### src/rtl/core/spd_pkg.sv
// shared constants for the sample peak detector
package spd_pkg;

  localparam int TIME_BITS = 40;
  localparam int CFG_BITS  = 16;

  // configuration register indexes
  localparam logic CFG_THRESHOLD = 1'b0;
  localparam logic CFG_INTERVAL  = 1'b1;

  // configuration reset values
  localparam logic [CFG_BITS-1:0] THRESHOLD_RESET = 16'd100;
  localparam logic [CFG_BITS-1:0] INTERVAL_RESET  = 16'd10;

endpackage

### src/rtl/core/spd_fifo.sv
// two-entry queue between the detection front and the interpolation back
module spd_fifo #(
  parameter int WIDTH = 8
) (
  input  logic             clk,
  input  logic             rst_n,
  input  logic             push,
  input  logic [WIDTH-1:0] wdata,
  output logic             full,
  input  logic             pop,
  output logic [WIDTH-1:0] rdata,
  output logic             empty
);

  logic [WIDTH-1:0] mem_r [2];
  logic             wptr_r;
  logic             rptr_r;
  logic [1:0]       cnt_r;

  assign full  = (cnt_r == 2'd2);
  assign empty = (cnt_r == 2'd0);
  assign rdata = mem_r[rptr_r];

  // pointers and fill count
  always_ff @(posedge clk) begin
    if (!rst_n) begin
      wptr_r <= 1'b0;
      rptr_r <= 1'b0;
      cnt_r  <= 2'd0;
    end else begin
      if (push && !full) begin
        wptr_r <= ~wptr_r;
      end
      if (pop && !empty) begin
        rptr_r <= ~rptr_r;
      end
      cnt_r <= cnt_r + 2'((push && !full) ? 1 : 0) - 2'((pop && !empty) ? 1 : 0);
    end
  end

  // storage
  always_ff @(posedge clk) begin
    if (push && !full) begin
      mem_r[wptr_r] <= wdata;
    end
  end

endmodule

### src/rtl/core/spd_front.sv
// sample history, difference tracking and peak classification
module spd_front #(
  parameter int SAMPLE_BITS = 16,
  parameter int INDEX_BITS  = 32,
  parameter int ENTRY_BITS  = INDEX_BITS + 3 * SAMPLE_BITS + 5
) (
  input  logic                                 clk,
  input  logic                                 rst_n,
  input  logic                                 accept,
  input  logic signed [SAMPLE_BITS-1:0]        sample,
  input  logic                                 end_of_stream,
  input  logic signed [spd_pkg::CFG_BITS-1:0]  threshold,
  output logic                                 push,
  output logic [ENTRY_BITS-1:0]                entry
);
  import spd_pkg::*;

  logic signed [SAMPLE_BITS-1:0] prev_r, prev_nxt;
  logic signed [SAMPLE_BITS-1:0] older_r, older_nxt;
  logic signed [SAMPLE_BITS:0]   pdiff_r, pdiff_nxt;
  logic [INDEX_BITS-1:0]         cnt_r, cnt_nxt;

  logic signed [SAMPLE_BITS:0]   d1;
  logic signed [SAMPLE_BITS+1:0] den;
  logic signed [SAMPLE_BITS+1:0] dsum;
  logic signed [SAMPLE_BITS-1:0] value;
  logic                          is_peak;

  // differences and peak value side
  always_comb begin
    d1   = $signed({sample[SAMPLE_BITS-1], sample}) - $signed({prev_r[SAMPLE_BITS-1], prev_r});
    den  = $signed({pdiff_r[SAMPLE_BITS], pdiff_r}) - $signed({d1[SAMPLE_BITS], d1});
    dsum = $signed({pdiff_r[SAMPLE_BITS], pdiff_r}) + $signed({d1[SAMPLE_BITS], d1});
    if (dsum[SAMPLE_BITS+1]) begin
      value = (prev_r > older_r) ? prev_r : older_r;
    end else begin
      value = (sample > prev_r) ? sample : prev_r;
    end
    is_peak = (|cnt_r[INDEX_BITS-1:1]) && (pdiff_r > 0) && (d1 <= 0) && (value > threshold);
  end

  assign push  = accept && (is_peak || end_of_stream);
  assign entry = {end_of_stream, is_peak, cnt_r, pdiff_r, den, value};

  // history update, cleared at end of stream
  always_comb begin
    prev_nxt  = sample;
    older_nxt = prev_r;
    pdiff_nxt = d1;
    cnt_nxt   = cnt_r + INDEX_BITS'(1);
    if (end_of_stream) begin
      prev_nxt  = '0;
      older_nxt = '0;
      pdiff_nxt = '0;
      cnt_nxt   = '0;
    end
  end

  always_ff @(posedge clk) begin
    if (!rst_n) begin
      prev_r  <= '0;
      older_r <= '0;
      pdiff_r <= '0;
      cnt_r   <= '0;
    end else if (accept) begin
      prev_r  <= prev_nxt;
      older_r <= older_nxt;
      pdiff_r <= pdiff_nxt;
      cnt_r   <= cnt_nxt;
    end
  end

endmodule

### src/rtl/core/spd_back.sv
// quotient interpolation, peak merging and two-slot result buffer
module spd_back #(
  parameter int SAMPLE_BITS = 16,
  parameter int FRAC_BITS   = 8,
  parameter int INDEX_BITS  = 32,
  parameter int ENTRY_BITS  = INDEX_BITS + 3 * SAMPLE_BITS + 5
) (
  input  logic                                 clk,
  input  logic                                 rst_n,
  input  logic                                 q_empty,
  input  logic [ENTRY_BITS-1:0]                q_entry,
  output logic                                 q_pop,
  input  logic [spd_pkg::CFG_BITS-1:0]         interval,
  output logic                                 out_empty,
  input  logic                                 out_pop,
  output logic [spd_pkg::TIME_BITS-1:0]        out_peak_time,
  output logic signed [SAMPLE_BITS-1:0]        out_peak_value,
  output logic                                 out_last_of_run
);
  import spd_pkg::*;

  localparam int DW = SAMPLE_BITS + 2;
  localparam int QW = FRAC_BITS + 1;
  localparam int SW = $clog2(FRAC_BITS + 1);

  localparam logic [1:0] ST_IDLE = 2'd0;
  localparam logic [1:0] ST_DIV  = 2'd1;
  localparam logic [1:0] ST_RES  = 2'd2;

  logic [1:0] state_r;

  // item fields held while in work
  logic                          eos_r, peak_r;
  logic [INDEX_BITS-1:0]         idx_r;
  logic signed [SAMPLE_BITS-1:0] val_r;
  logic [DW-1:0]                 rem_r, den_r;
  logic [QW-1:0]                 quo_r;
  logic [SW-1:0]                 step_r;

  // pending peak
  logic                          pv_r, pv_nxt;
  logic [TIME_BITS-1:0]          pt_r, pt_nxt;
  logic signed [SAMPLE_BITS-1:0] pval_r, pval_nxt;

  // result slots
  logic [TIME_BITS-1:0]          ot_r [2];
  logic signed [SAMPLE_BITS-1:0] ov_r [2];
  logic [1:0]                    ol_r;
  logic [1:0]                    ocnt_r;

  logic [TIME_BITS-1:0]          ot_nxt [2];
  logic signed [SAMPLE_BITS-1:0] ov_nxt [2];
  logic [1:0]                    ol_nxt;
  logic [1:0]                    n_res;

  logic [DW-1:0]        cur;
  logic                 ge;
  logic [TIME_BITS-1:0] t_new;
  logic [TIME_BITS-1:0] t_gap;

  assign out_empty       = (ocnt_r == 2'd0);
  assign out_peak_time   = ot_r[0];
  assign out_peak_value  = ov_r[0];
  assign out_last_of_run = ol_r[0];
  assign q_pop = (state_r == ST_IDLE) && !q_empty && (ocnt_r == 2'd0);

  // one restoring division step
  always_comb begin
    cur = (step_r == SW'(FRAC_BITS)) ? rem_r : {rem_r[DW-2:0], 1'b0};
    ge  = (cur >= den_r);
  end

  // interpolated time and merge decisions
  always_comb begin
    t_new = TIME_BITS'({{TIME_BITS{1'b0}}, idx_r, {FRAC_BITS{1'b0}}})
          + TIME_BITS'(quo_r) - (TIME_BITS'(1) << (FRAC_BITS - 1));
    t_gap = t_new - pt_r;
    pv_nxt   = pv_r;
    pt_nxt   = pt_r;
    pval_nxt = pval_r;
    n_res    = 2'd0;
    ot_nxt[0] = pt_r;
    ov_nxt[0] = pval_r;
    ot_nxt[1] = pt_r;
    ov_nxt[1] = pval_r;
    ol_nxt    = 2'b00;
    if (peak_r) begin
      if (pv_r) begin
        if (t_gap < TIME_BITS'({interval, {FRAC_BITS{1'b0}}})) begin
          if (pval_r < val_r) begin
            pt_nxt   = t_new;
            pval_nxt = val_r;
          end
        end else begin
          n_res    = 2'd1;
          pt_nxt   = t_new;
          pval_nxt = val_r;
        end
      end else begin
        pv_nxt   = 1'b1;
        pt_nxt   = t_new;
        pval_nxt = val_r;
      end
    end
    if (eos_r) begin
      if (pv_nxt) begin
        ot_nxt[n_res[0]] = pt_nxt;
        ov_nxt[n_res[0]] = pval_nxt;
        n_res = n_res + 2'd1;
      end
      pv_nxt   = 1'b0;
      pt_nxt   = '0;
      pval_nxt = '0;
    end
    if (n_res == 2'd1) begin
      ol_nxt = 2'b01;
    end else if (n_res == 2'd2) begin
      ol_nxt = 2'b10;
    end
  end

  // sequencer
  always_ff @(posedge clk) begin
    if (!rst_n) begin
      state_r <= ST_IDLE;
      pv_r    <= 1'b0;
      pt_r    <= '0;
      pval_r  <= '0;
      ocnt_r  <= 2'd0;
    end else begin
      unique case (state_r)
        ST_IDLE: begin
          if (q_pop) begin
            state_r <= q_entry[ENTRY_BITS-2] ? ST_DIV : ST_RES;
          end
        end
        ST_DIV: begin
          if (step_r == '0) begin
            state_r <= ST_RES;
          end
        end
        ST_RES: begin
          state_r <= ST_IDLE;
          pv_r    <= pv_nxt;
          pt_r    <= pt_nxt;
          pval_r  <= pval_nxt;
          ocnt_r  <= n_res;
        end
        default: begin
          state_r <= ST_IDLE;
        end
      endcase
      if (out_pop && !out_empty) begin
        ocnt_r <= ocnt_r - 2'd1;
      end
    end
  end

  // datapath registers
  always_ff @(posedge clk) begin
    if (q_pop) begin
      eos_r  <= q_entry[ENTRY_BITS-1];
      peak_r <= q_entry[ENTRY_BITS-2];
      idx_r  <= q_entry[ENTRY_BITS-3 -: INDEX_BITS];
      rem_r  <= DW'(q_entry[SAMPLE_BITS+DW +: SAMPLE_BITS+1]);
      den_r  <= q_entry[SAMPLE_BITS +: DW];
      val_r  <= q_entry[SAMPLE_BITS-1:0];
      quo_r  <= '0;
      step_r <= SW'(FRAC_BITS);
    end else if (state_r == ST_DIV) begin
      rem_r  <= ge ? (cur - den_r) : cur;
      quo_r  <= {quo_r[QW-2:0], ge};
      step_r <= step_r - SW'(1);
    end
    if (state_r == ST_RES) begin
      ot_r[0] <= ot_nxt[0];
      ov_r[0] <= ov_nxt[0];
      ot_r[1] <= ot_nxt[1];
      ov_r[1] <= ov_nxt[1];
      ol_r    <= ol_nxt;
    end else if (out_pop && !out_empty) begin
      ot_r[0] <= ot_r[1];
      ov_r[0] <= ov_r[1];
      ol_r[0] <= ol_r[1];
    end
  end

endmodule

### src/rtl/core/sample_peak_detector.sv
// top level of the sample peak detector
// Finite-difference peak detector for a stream of signed samples. Samples
// enter through a queue-like port and are classified combinationally when
// accepted; a found peak or an end-of-stream marker goes into a two-entry
// queue. The back end takes one queued item at a time: a peak item runs a
// restoring divider for the interpolation quotient, one quotient bit per
// cycle, and a new item is taken only once the last one's results are all
// popped. Samples without a peak are not queued but wait while the queue
// is full. Up to two results per item; last_of_run marks the final one.
// Write the registers only while the block is idle.
module sample_peak_detector #(
  parameter int SAMPLE_BITS = 16,
  parameter int FRAC_BITS   = 8,
  parameter int INDEX_BITS  = 32
) (
  input  logic                                 clk,
  input  logic                                 rst_n,
  input  logic                                 in_push,
  output logic                                 in_full,
  input  logic signed [SAMPLE_BITS-1:0]        in_sample,
  input  logic                                 in_end_of_stream,
  output logic                                 out_empty,
  input  logic                                 out_pop,
  output logic [spd_pkg::TIME_BITS-1:0]        out_peak_time,
  output logic signed [SAMPLE_BITS-1:0]        out_peak_value,
  output logic                                 out_last_of_run,
  input  logic                                 cfg_valid,
  output logic                                 cfg_ready,
  input  logic                                 cfg_index,
  input  logic [spd_pkg::CFG_BITS-1:0]         cfg_data
);
  import spd_pkg::*;

  localparam int ENTRY_BITS = INDEX_BITS + 3 * SAMPLE_BITS + 5;

  logic signed [CFG_BITS-1:0] thr_r;
  logic [CFG_BITS-1:0]        int_r;
  logic                       accept;
  logic                       q_push, q_pop, q_empty;
  logic [ENTRY_BITS-1:0]      q_wdata, q_rdata;

  assign cfg_ready = 1'b1;
  assign accept    = in_push && !in_full;

  // configuration registers
  always_ff @(posedge clk) begin
    if (!rst_n) begin
      thr_r <= THRESHOLD_RESET;
      int_r <= INTERVAL_RESET;
    end else if (cfg_valid && cfg_ready) begin
      unique case (cfg_index)
        CFG_THRESHOLD: thr_r <= cfg_data;
        CFG_INTERVAL:  int_r <= cfg_data;
        default:       thr_r <= thr_r;
      endcase
    end
  end

  spd_front #(
    .SAMPLE_BITS(SAMPLE_BITS),
    .INDEX_BITS (INDEX_BITS),
    .ENTRY_BITS (ENTRY_BITS)
  ) u_front (
    .clk          (clk),
    .rst_n        (rst_n),
    .accept       (accept),
    .sample       (in_sample),
    .end_of_stream(in_end_of_stream),
    .threshold    (thr_r),
    .push         (q_push),
    .entry        (q_wdata)
  );

  spd_fifo #(
    .WIDTH(ENTRY_BITS)
  ) u_fifo (
    .clk  (clk),
    .rst_n(rst_n),
    .push (q_push),
    .wdata(q_wdata),
    .full (in_full),
    .pop  (q_pop),
    .rdata(q_rdata),
    .empty(q_empty)
  );

  spd_back #(
    .SAMPLE_BITS(SAMPLE_BITS),
    .FRAC_BITS  (FRAC_BITS),
    .INDEX_BITS (INDEX_BITS),
    .ENTRY_BITS (ENTRY_BITS)
  ) u_back (
    .clk            (clk),
    .rst_n          (rst_n),
    .q_empty        (q_empty),
    .q_entry        (q_rdata),
    .q_pop          (q_pop),
    .interval       (int_r),
    .out_empty      (out_empty),
    .out_pop        (out_pop),
    .out_peak_time  (out_peak_time),
    .out_peak_value (out_peak_value),
    .out_last_of_run(out_last_of_run)
  );

endmodule

### config.mk
export PLATFORM = sky130hd
export DESIGN_NAME = sample_peak_detector
export DESIGN_NICKNAME = d
export VERILOG_FILES = /design/src/rtl/core/spd_pkg.sv /design/src/rtl/core/spd_fifo.sv /design/src/rtl/core/spd_front.sv /design/src/rtl/core/spd_back.sv /design/src/rtl/core/sample_peak_detector.sv
export SDC_FILE = /design/constraint.sdc
export NUM_CORES = 1
export LEC_CHECK = 0
export BUFFER_PORTS_ARGS = -buffer_cell sky130_fd_sc_hd__buf_2
export CAP_MARGIN = 40
export CORE_ASPECT_RATIO = 0.5
export CORE_MARGIN = 4
export CORE_UTILIZATION = 53
export DETAILED_ROUTE_END_ITERATION = 12
export GPL_TIMING_DRIVEN = 0
export PLACE_DENSITY = 0.7
export SLEW_MARGIN = 20
export SYNTH_ARGS = -nofsm -noshare
export SYNTH_HDL_FRONTEND = slang
export SYNTH_HIERARCHICAL = 1
export SYNTH_SLANG_ARGS = --single-unit
export TNS_END_PERCENT = 10
### constraint.sdc
create_clock -name clk -period 25.5 [get_ports clk]
set_input_delay 2.55 -clock clk [delete_from_list [all_inputs] [get_ports clk]]
set_output_delay 2.55 -clock clk [all_outputs]
set_load 0.02 [all_outputs]
==> impl_metrics.yaml <==
cts:
  worst_setup_hold_path_clk_slew_ps: 70
  htreeDepth: 2
  root_buffer: "sky130_fd_sc_hd__clkbuf_16"
  clock-sinks: 562
  numCtsBuffers: 50
  cts-resized-gates: 0
  tritoncts: "built"
  worstSkewPairLatency_ps: 600
  buffers_inserted_during_post_cts_setup_optimization: 0
  cts.hold.buffers_added: 0
  cts_max_path_buffers: 3
sta:
  grt_setup_unrepaired: "false"
  period_share_pct: 40.9
  final.setup.tns_ps: 0
  report.final.slew_viol_count: 0
  hold_slack_ps: 458
  final_setup_viols: 0
  finalHoldViolCount: 0
  max_freq_mhz: 95.8
  final_critical_period_ps: 10440
  post_route_setup_slack_ps: 15060
  tightest_slew_ps: 943
  fin_skew_ps: 21.4
  max-slew-margin-rel_pct: 37.1
synthesis:
  synthArstFlopShare_pct: 0
  largest_family_of_logic_cells_by_synthesized_area: "compound AO/OA/AOI/OAI gates"
  netlist-cell-type-count: 101
  synth.net_count: 3225
  ys_seq_area_share_pct: 48.0
  syn_inst: 2977
  ys_seq_elements: 562
  syn_avg_cell_area_sq_um: 10.5
  synthesized_area_fraction_occupied_by_adder_cells_pct: 8.49
  synthSimpleGateAreaFrac_pct: 12.9
  synth-edff-count: 369
  syn-cell-area_sq_um: 31100
  ys_flop_type: "sky130_fd_sc_hd__edfxtp_1"
  yosys-mux-area-fraction_pct: 7.55
  yosys.area_share.xor_xnor_pct: 3.46
  synth_compound_area_share_pct: 14.1
  synthesis.yosys.warnings: 6
power_and_ir_drop:
  power_density_nw_per_um2: 116
  power_frac_clock_pct: 19.6
  combPwrFrac_pct: 50.5
  power_switching_mw: 1.67
  netSwitchingFraction_pct: 41.6
  power.static_leakage_nw: 13.2
  p_seq_share_pct: 29.9
  p_int_mw: 2.34
  peakVddDrop_v: 0.0000681
drt:
  route.detailed.drc: 0
  routed_wl_mm: 78.2
  drt_iter0_markers: 2067
  drtAntennaViolNets: 0
  vias_per_cell: 5.82
  drt-wirelength-per-cell_um: 19.8
  detail_route.first_pass.iterations: 6
  routed-via-count: 23000
die:
  chipHeight_um: 179
  floorplan.rows: 62
  floorplan.die_area_sq_um: 62900
  initial_utilization_pct: 54.0
  die_width_um: 351
  ioPinCount: 99
  design.core.area_sq_um: 57700
global_route:
  vias_in_the_first_global_route: 22200
  grt_antenna_before_repair: 1
  grt_use_total_pct: 24.4
  grt.overflow.total: 0
  grt_max_degree: 78
  wire_length_of_the_first_global_routing_pass_mm: 123
critical_path:
  timing_worst_setup_path_type: "in -> reg"
  setup.worst_path.end_class: "flip-flop"
  worst_path_dominant_cell_family: "compound AO/OA/AOI/OAI gates"
  largest_stage_delay_worst_path_ps: 740
  crit_arrival_ps: 10720
  critPathRequiredTime_ps: 25780
  cp_num_buf_inv: 5
  timing.critical_path.fanout_max: 26
  timing.critical_path.from_type: "input pin"
  worst_path_max_delay_cell: "sky130_fd_sc_hd__a221oi_1"
outcome:
  run_status: "completed"
final_layout:
  design.final.nets: 3385
  final-seq-area_sq_um: 14900
  area_added_between_synthesis_and_finish_pct: 10.8
  multi_input_area_sq_um: 14500
  filler_cell_count_in_the_final_layout: 4828
  antenna-diode-count: 0
  fin_area_sq_um: 34500
  share_of_cells_above_drive_strength_1_pct: 11.7
place:
  place_congestion: 0.945
  place.port_buffers: 95
  placedInstanceArea_sq_um: 32800
  hpwlAfterDp_mm: 59.1
  dpl_worst_slack_ps: 14530
flow_run:
  max_cap_violations: 0
min_path:
  hold_path.class: "reg -> reg"
==> synth_stat cells, types with 43 or more instances <==
cell type                  count  share of area (%)
sky130_fd_sc_hd__mux2i_1      94                3.0
sky130_fd_sc_hd__nand4_1      50                1.0
sky130_fd_sc_hd__o21ai_0     134                2.2
sky130_fd_sc_hd__nor2_1      155                1.9
sky130_fd_sc_hd__mux2_1       53                1.9
sky130_fd_sc_hd__xor2_1       55                1.5
sky130_fd_sc_hd__mux2_2       71                2.6
sky130_fd_sc_hd__a32o_1       56                1.8
sky130_fd_sc_hd__a21oi_1     143                2.3
sky130_fd_sc_hd__edfxtp_1    369                 36
sky130_fd_sc_hd__nand2_1     321                3.9
sky130_fd_sc_hd__inv_1       252                3.0
sky130_fd_sc_hd__dfxtp_1     193                 12
sky130_fd_sc_hd__and2_1       49               0.98
sky130_fd_sc_hd__nor2b_1      43               0.86
sky130_fd_sc_hd__nand3_1      49               0.79
sky130_fd_sc_hd__ha_1        205                8.2
sky130_fd_sc_hd__clkbuf_1     70               0.84
sky130_fd_sc_hd__xnor2_1      66                1.9
==> power groups by stage <==
stage	clock (mW)	combinational (mW)	sequential [mW]
after floorplan	0	1.45	1.24
after global placement	0	1.94	1.23
after detailed placement	0	1.99	1.22
after CTS	0.801	2.01	1.20
after global routing	0.838	2.25	1.21
final	0.784	2.03	1.20
==> stage by stage <==
stage / cells / util, % / total power, mW
6_report: 3947 / 59.8 / 4.01
5_1_grt: 3947 / 59.8 / 4.30
4_1_cts: 3944 / 59.8 / 4.01
3_5_place_dp: 3850 / 56.8 / 3.21
3_3_place_gp: 3840 / 56.4 / 3.17
2_1_floorplan: 2977 / - / 2.69
==> cell usage in the layout (no fill, tap or decap), types with 71 or more instances in the layout <==
| master | synthesis | routed |
|---|---|---|
| sky130_fd_sc_hd__o21ai_0 | 134 | 134 |
| sky130_fd_sc_hd__mux2_2 | 71 | 71 |
| sky130_fd_sc_hd__dfxtp_1 | 193 | 193 |
| sky130_fd_sc_hd__ha_1 | 205 | 205 |
| sky130_fd_sc_hd__mux2i_1 | 94 | 94 |
| sky130_fd_sc_hd__edfxtp_1 | 369 | 369 |
| sky130_fd_sc_hd__clkbuf_1 | 70 | 80 |
| sky130_fd_sc_hd__buf_2 | 33 | 130 |
| sky130_fd_sc_hd__a21oi_1 | 143 | 143 |
| sky130_fd_sc_hd__inv_1 | 252 | 255 |
| sky130_fd_sc_hd__nand2_1 | 321 | 320 |
| sky130_fd_sc_hd__nor2_1 | 155 | 154 |
==> sequential cells by signal (all words and copies together) (netlist names), 2 cells and up, named ones only <==
name             flops
u_back/ocnt_r        2
u_back/state_r       2
u_fifo/cnt_r         2
u_back/quo_r         9
u_back/pt_r         40
u_fifo/mem_r       170
u_back/idx_r        32
u_back/step_r        4
u_back/ot_r         80
thr_r               16
u_front/older_r     16
u_back/pval_r       16
u_back/ol_r          2
u_back/rem_r        18
u_back/den_r        18
int_r               16
u_back/val_r        16
u_front/pdiff_r     17
u_back/ov_r         32
u_front/cnt_r       32
u_front/prev_r      16
==> metal layers <==
layer	up-vias	part of all wire, %	track usage (%)
li1	11100	-	-
met1	11100	45	34.1
met2	607	47	40.5
met3	102	6.0	3.74
met4	2	2.2	5.58
met5	-	0.015	0
==> final timing paths <==
path / startpoint / end / slack [ps] / cells past startpoint
setup reg to reg: u_front/prev_r[4]$_SDFFE_PN0P_ / u_fifo/mem_r[0][36]$_DFFE_PP_ / 16760 / 29
hold reg to reg: int_r[5]$_SDFFE_PN0P_ / int_r[5]$_SDFFE_PN0P_ / 460 / 2
setup / recovery: in_sample[0] / u_fifo/mem_r[0][36]$_DFFE_PP_ / 15060 / 32
hold / removal: int_r[5]$_SDFFE_PN0P_ / int_r[5]$_SDFFE_PN0P_ / 460 / 2
==> cell type report <==
cell class	instances	area share (%)
sequential	562	43.3
multi-input combinational	2022	42.0
clock buffer	65	4.03
inverter	254	2.78
tap	768	2.78
buffer	139	2.20
timing repair buffer	108	2.02
clock inverter	29	0.852
==> cell families after synthesis <==
group | after synthesis
AO/OA/AOI/OAI | 643
XOR/XNOR | 122
adder cells (fa/ha/maj) | 209
buffers and inverters | 393
flip-flops | 562
multiplexers | 219
other | 1
AND/OR/NAND/NOR | 828
==> worst min-delay path, cell delays in order (launching register included) <==
cell	delay [ps]
sky130_fd_sc_hd__dfxtp_1	310
sky130_fd_sc_hd__nand2_1	60
sky130_fd_sc_hd__o21ai_1	50
Note: power is estimated with default switching activity, not from simulation.
